File: src/rtl/bloom_filter_engine_top_defines.svh
// ---------------------------------------------------------------------------
// bloom filter engine assertion macros
// clocked assertion wrappers, with and without a reset qualifier
// ---------------------------------------------------------------------------
`ifndef BLOOM_FILTER_ENGINE_TOP_DEFINES_SVH
`define BLOOM_FILTER_ENGINE_TOP_DEFINES_SVH
`ifndef NO_ASSERTIONS
`define BFE_ASSERT(lbl, clk, rst_n, prop) \
    lbl: assert property (@(posedge clk) disable iff (!rst_n) prop) \
    else $error("assertion failed");
`define BFE_ASSERT_NR(lbl, clk, prop) \
    lbl: assert property (@(posedge clk) prop) else $error("assertion failed");
`else
`define BFE_ASSERT(lbl, clk, rst_n, prop)
`define BFE_ASSERT_NR(lbl, clk, prop)
`endif
`endif

File: src/rtl/bfe_pkg.sv
// ---------------------------------------------------------------------------
// bfe_pkg
// shared types and constants of the bloom filter engine
// ---------------------------------------------------------------------------
`default_nettype none
package bfe_pkg;
    localparam int MaxBits   = 16777216;
    localparam int MaxHashes = 8;
    localparam int AddrW     = $clog2(MaxBits);
    localparam int HIdxW     = $clog2(MaxHashes);
    localparam int ClrRowW   = 6;
    localparam int ClrRows   = MaxBits >> ClrRowW;
    localparam int ClrCntW   = AddrW - ClrRowW;
    localparam logic [1:0] CmdInsert = 2'd0;
    localparam logic [1:0] CmdLookup = 2'd1;
    localparam logic [1:0] CmdClear  = 2'd2;
    localparam logic [1:0] CmdIgnore = 2'd3;
    localparam logic [24:0] FilterBitsRst = 25'd10000000;
    localparam logic [3:0]  HashCountRst  = 4'd7;
    localparam logic [0:0] RegFilterBits = 1'b0;
    localparam logic [0:0] RegHashCount  = 1'b1;

    // job handed from front to back
    typedef struct packed {
        logic [1:0] cmd;
        logic [MaxHashes*64-1:0] hashes;
    } t_job;
endpackage
`default_nettype wire

File: src/rtl/bfe_front.sv
// ---------------------------------------------------------------------------
// bfe_front
// folds key bytes into the running hashes and emits one job per key or clear
// ---------------------------------------------------------------------------
`default_nettype none
module bfe_front (
    input  wire logic         i_clk,
    input  wire logic         i_rst_n,
    input  wire logic         i_push,
    output logic              o_full,
    input  wire logic [1:0]   i_command,
    input  wire logic [7:0]   i_key_byte,
    input  wire logic         i_last_byte,
    output logic              o_job_vld,
    output bfe_pkg::t_job     o_job,
    input  wire logic         i_job_rdy
);
    logic [63:0] r_h [bfe_pkg::MaxHashes];
    logic [63:0] n_h [bfe_pkg::MaxHashes];
    logic [63:0] w_sext;
    logic        w_acc;
    logic        w_emit;
    logic        r_job_vld;
    bfe_pkg::t_job r_job;
    bfe_pkg::t_job n_job;

    // the job slot frees up at the edge the back end takes it
    assign o_full = r_job_vld && !i_job_rdy;
    assign w_acc  = i_push && !o_full;
    assign w_sext = {{56{i_key_byte[7]}}, i_key_byte};
    assign w_emit = (i_command == bfe_pkg::CmdClear) ||
                    ((i_command == bfe_pkg::CmdInsert || i_command == bfe_pkg::CmdLookup)
                     && i_last_byte);
    assign o_job_vld = r_job_vld;
    assign o_job     = r_job;

    always_comb begin
        n_job.cmd = i_command;
        for (int i = 0; i < bfe_pkg::MaxHashes; i++) begin
            n_h[i] = (r_h[i] << 7) + (r_h[i] << 1) + r_h[i] + w_sext;
            n_job.hashes[i*64 +: 64] = n_h[i];
        end
    end

    always_ff @(posedge i_clk) begin
        for (int i = 0; i < bfe_pkg::MaxHashes; i++) begin
            if (!i_rst_n) begin
                r_h[i] <= 64'(i + 1);
            end else if (w_acc && i_command != bfe_pkg::CmdIgnore) begin
                // end of key or clear reseeds
                r_h[i] <= w_emit ? 64'(i + 1) : n_h[i];
            end
        end
    end

    always_ff @(posedge i_clk) begin
        if (!i_rst_n) begin
            r_job_vld <= 1'b0;
        end else if (w_acc && w_emit) begin
            r_job_vld <= 1'b1;
            r_job     <= n_job;
        end else if (r_job_vld && i_job_rdy) begin
            r_job_vld <= 1'b0;
        end
    end
endmodule
`default_nettype wire

File: config.mk
export PLATFORM = sky130hd
export DESIGN_NAME = bfe_front
export DESIGN_NICKNAME = d
export VERILOG_FILES = /design/src/rtl/bloom_filter_engine_top_defines.svh /design/src/rtl/bfe_pkg.sv /design/src/rtl/bfe_front.sv
export SDC_FILE = /design/constraint.sdc
export NUM_CORES = 2
export LEC_CHECK = 0
export BUFFER_PORTS_ARGS = -buffer_cell sky130_fd_sc_hd__buf_2
export CAP_MARGIN = 20
export CORE_MARGIN = 5
export CORE_UTILIZATION = 55
export DETAILED_ROUTE_END_ITERATION = 12
export MAX_ROUTING_LAYER = met4
export PLACE_DENSITY = 0.82
export SETUP_SLACK_MARGIN = 0.05
export SYNTH_ARGS = -nofsm -noshare
export SYNTH_HDL_FRONTEND = slang
export SYNTH_SLANG_ARGS = --single-unit
File: constraint.sdc
create_clock -name i_clk -period 31.3 [get_ports i_clk]
set_clock_uncertainty 0.15 [all_clocks]
set_input_delay 4.695 -clock i_clk [delete_from_list [all_inputs] [get_ports i_clk]]
set_output_delay 4.695 -clock i_clk [all_outputs]
set_load 0.01 [all_outputs]
==> reports/qor.yml <==
finalSetupTns_ns: 0
cp.required_ns: 31.64
period_share_pct: 36.2
period_needed_ns: 11.35
ys.flop_type: "edfxtp_1"
pwr_density_cell_mw_per_mm2: 95.2
r2r_start: "r_h[1][193]"
worst_pin_slew_ns: 1.34
relSlewSlack_pct: 10.9
antenna_left: 0
hold_start: "o_job_vld"
die_w_um: 412
p_leak_nw: 43.8
cap_violations: 0
setup_slack_ns: 19.95
slew_viol_final: 0
drt_iter0_markers: 5413
max-vdd-ir-drop_mv: 0.0559
yosysMostFrequentCell: "inv_1"
async_reset_ff_share_pct: 0
grt_overflow: 0
clock_sinks: 1027
syn_to_final_growth_pct: 9.43
cts_hold_buf: 0
postCtsSetupBuffers: 0
clk_pin_slew_ns: 0.06
hold_depth: 3
fmax_mhz: 88.1
cts_tree: "built"
post-synth-top-area-fraction_pct: 34.6
regToRegSetupSlack_ns: 25.89
drt_wl_total_um: 238000
via_count: 63300
cts-resized-gates: 0
synth_commonest_cells: "inv_1, edfxtp_1, fa_1"
route.detailed.drc: 0
min_path_type: "flip-flop to flip-flop"
ys_seq_elements: 1027
place_hpwl_um: 189000
vias_per_cell: 5.70
r2r-end: "o_job[510]"
dr.pass1.iters: 9
rsz0062_at_grt: "false"
numCtsBuffers: 113
ys_seq_area_share_pct: 34.6
ys_types: 104
clockBufferDepth: 3
netlist_area_mm2: 0.0891
critPathLaunchType: "input port"
io_buffers: 530
start_util_pct: 55.4
grt_pass1_vias: 64500
pre_cts_slack_ns: 19.27
die_y_um: 412
antenna_found_initial: 14
crit_arrival_ns: 11.68
grt.total_usage_pct: 28.6
synth.avg_cell_area_um2: 10.6
synth_warnings: 0
r2r_cells: 16
critPathMaxFanout: 75
post_drt_wl_per_cell_um: 21.4
status: "complete, no violations"
drive_gt1_share_pct: 9.20
endpoint_kind: "flip-flop"
cts_root_buffer: "clkbuf_16"
synthCells: 8422
synthesis.nets: 9933
synth_edf_count: 1026
io_pins: 531
grt_pass1_wl_um: 369000
critPathKind: "input port to flip-flop"
worstSkewPairLatency_ns: 0.76
setup_violations: 0
netlist_top_cells_area: "edfxtp_1, fa_1, ha_1"
grt_max_degree: 190
nNetsFinal: 10300
yosysTopAreaCell: "edfxtp_1"
hold_viol_final: 0
ctsHtreeMaxLevel: 3
holdPathEnd: "o_job_vld"
rows: 147
die-area_mm2: 0.170
design.core.area_mm2: 0.161
place.gp.congestion: 1.01
sequential cells by signal (all words and copies together) (netlist names):
signal and cells:
o_job_vld 1, r_h 512, o_job 514
per-layer routing:
| metal | vias to the layer above | share of wire (%) | global-route usage, % | wire length (um) |
|---|---|---|---|---|
| li1 | 29200 | - | - | - |
| met1 | 31300 | 42 | 38.8 | 101000 |
| met2 | 2401 | 46 | 44.3 | 110000 |
| met3 | 417 | 8.1 | 5.07 | 19300 |
| met4 | 0 | 3.5 | 9.07 | 8320 |
| met5 | - | 0 | - | 0 |
per-stage QoR:
| step | cell area, um2 | power [W] | hold WS (ns) | utilization, % | cells |
|---|---|---|---|---|---|
| 3_3_place_gp | 93600 | 0.00769 | 0.444 | 58.2 | 10900 |
| 2_1_floorplan | 89100 | 0.00622 | 0.460 | - | 8422 |
| 4_1_cts | 97500 | 0.00925 | 0.476 | 60.6 | 11100 |
| 6_report | 97500 | 0.00928 | 0.471 | 60.6 | 11100 |
| 5_1_grt | 97500 | 0.00996 | 0.510 | 60.6 | 11100 |
| 3_5_place_dp | 93600 | 0.00777 | 0.459 | 58.2 | 10900 |
cell families after synthesis:
| logic type | Yosys count | share of synthesized area [%] |
|---|---|---|
| AOI/OAI and AO/OA | 1756 | 12.8 |
| xor gates and xnor gates | 491 | 4.83 |
| DFF | 1027 | 34.6 |
| and+or+nand+nor | 1808 | 10.5 |
| buffers and inverters | 1812 | 7.79 |
| adders and majority gates | 1496 | 29.0 |
| muxes | 32 | 0.360 |
report_power, final:
part           internal (W)  switching [W]  leakage [nW]
Clock              0.000797       0.000610          1.84
Combinational       0.00209        0.00367          31.7
Sequential          0.00201       0.000102          10.2
Total               0.00490        0.00438          43.8
cell usage in the layout (no fill, tap or decap), types with 15 or more instances in the layout:
master      Yosys  layout
nor2_1        288     287
a221oi_1       18      18
a21boi_0       25      25
nand2_1       431     430
o211ai_1       25      25
nor2b_1        58      58
and2_1        486     486
or2_2          18      18
fa_1          952     952
or3_1          21      20
buf_4           3      30
nand3_1        93      93
buf_2           9     529
clkinvlp_4      0      17
o21bai_1      119     119
o31ai_1        29      29
mux2i_1        32      32
a21oi_1       565     565
o21a_1         66      66
clkbuf_16       0     114
a211oi_1       39      39
nand4_1       139     139
o21ai_0       265     265
inv_1        1551    1547
clkinv_1        0      17
o21ai_1        38      38
xor2_1        177     177
ha_1          544     544
a221o_1        21      21
and3_1         40      40
nor4_1         16      16
a31oi_1        72      72
xnor2_1       314     314
nand2b_1       72      72
bufinv_16       0      15
o31a_1         18      18
a21o_1        301     301
edfxtp_1     1026    1026
nor3_1         90      89
cell type report:
cell class | count | area, um2
multi-input combinational | 5583 | 51300
clock inverter | 88 | 962
clock buffer | 124 | 2890
antenna | 2 | 5.00
timing repair buffer | 562 | 2930
inverter | 1551 | 5830
fill | 13200 | 63300
tap | 2160 | 2700
sequential | 1027 | 30800
worst max path at each step:
stage	startpoint	endpoint	slack [ns]	depth (start not counted)
after floorplan	i_job_rdy	o_job[0]	3.49	3
after global placement	i_key_byte[7]	r_h[0][62]	19.51	18
after detailed placement	i_key_byte[7]	r_h[0][62]	19.27	18
after CTS	i_key_byte[7]	r_h[0][62]	20.09	18
after global routing	i_key_byte[7]	r_h[0][62]	19.41	18
final	i_key_byte[7]	r_h[0][62]	19.95	18
critical path, stage by stage:
cell       delay [ns]
buf_4            0.22
inv_8            0.63
buf_4            0.89
buf_4            0.91
fa_1             0.55
fa_1             0.50
inv_1            0.05
ha_1             0.37
and2_1           0.22
nand3_1          0.12
a211o_1          0.32
nand2_1          0.08
o211ai_1         0.19
a2111oi_1        0.95
nor3_1           0.22
o21ai_1          0.25
xor2_1           0.12
and2_1           0.16
(Power assumes the default switching activity.)
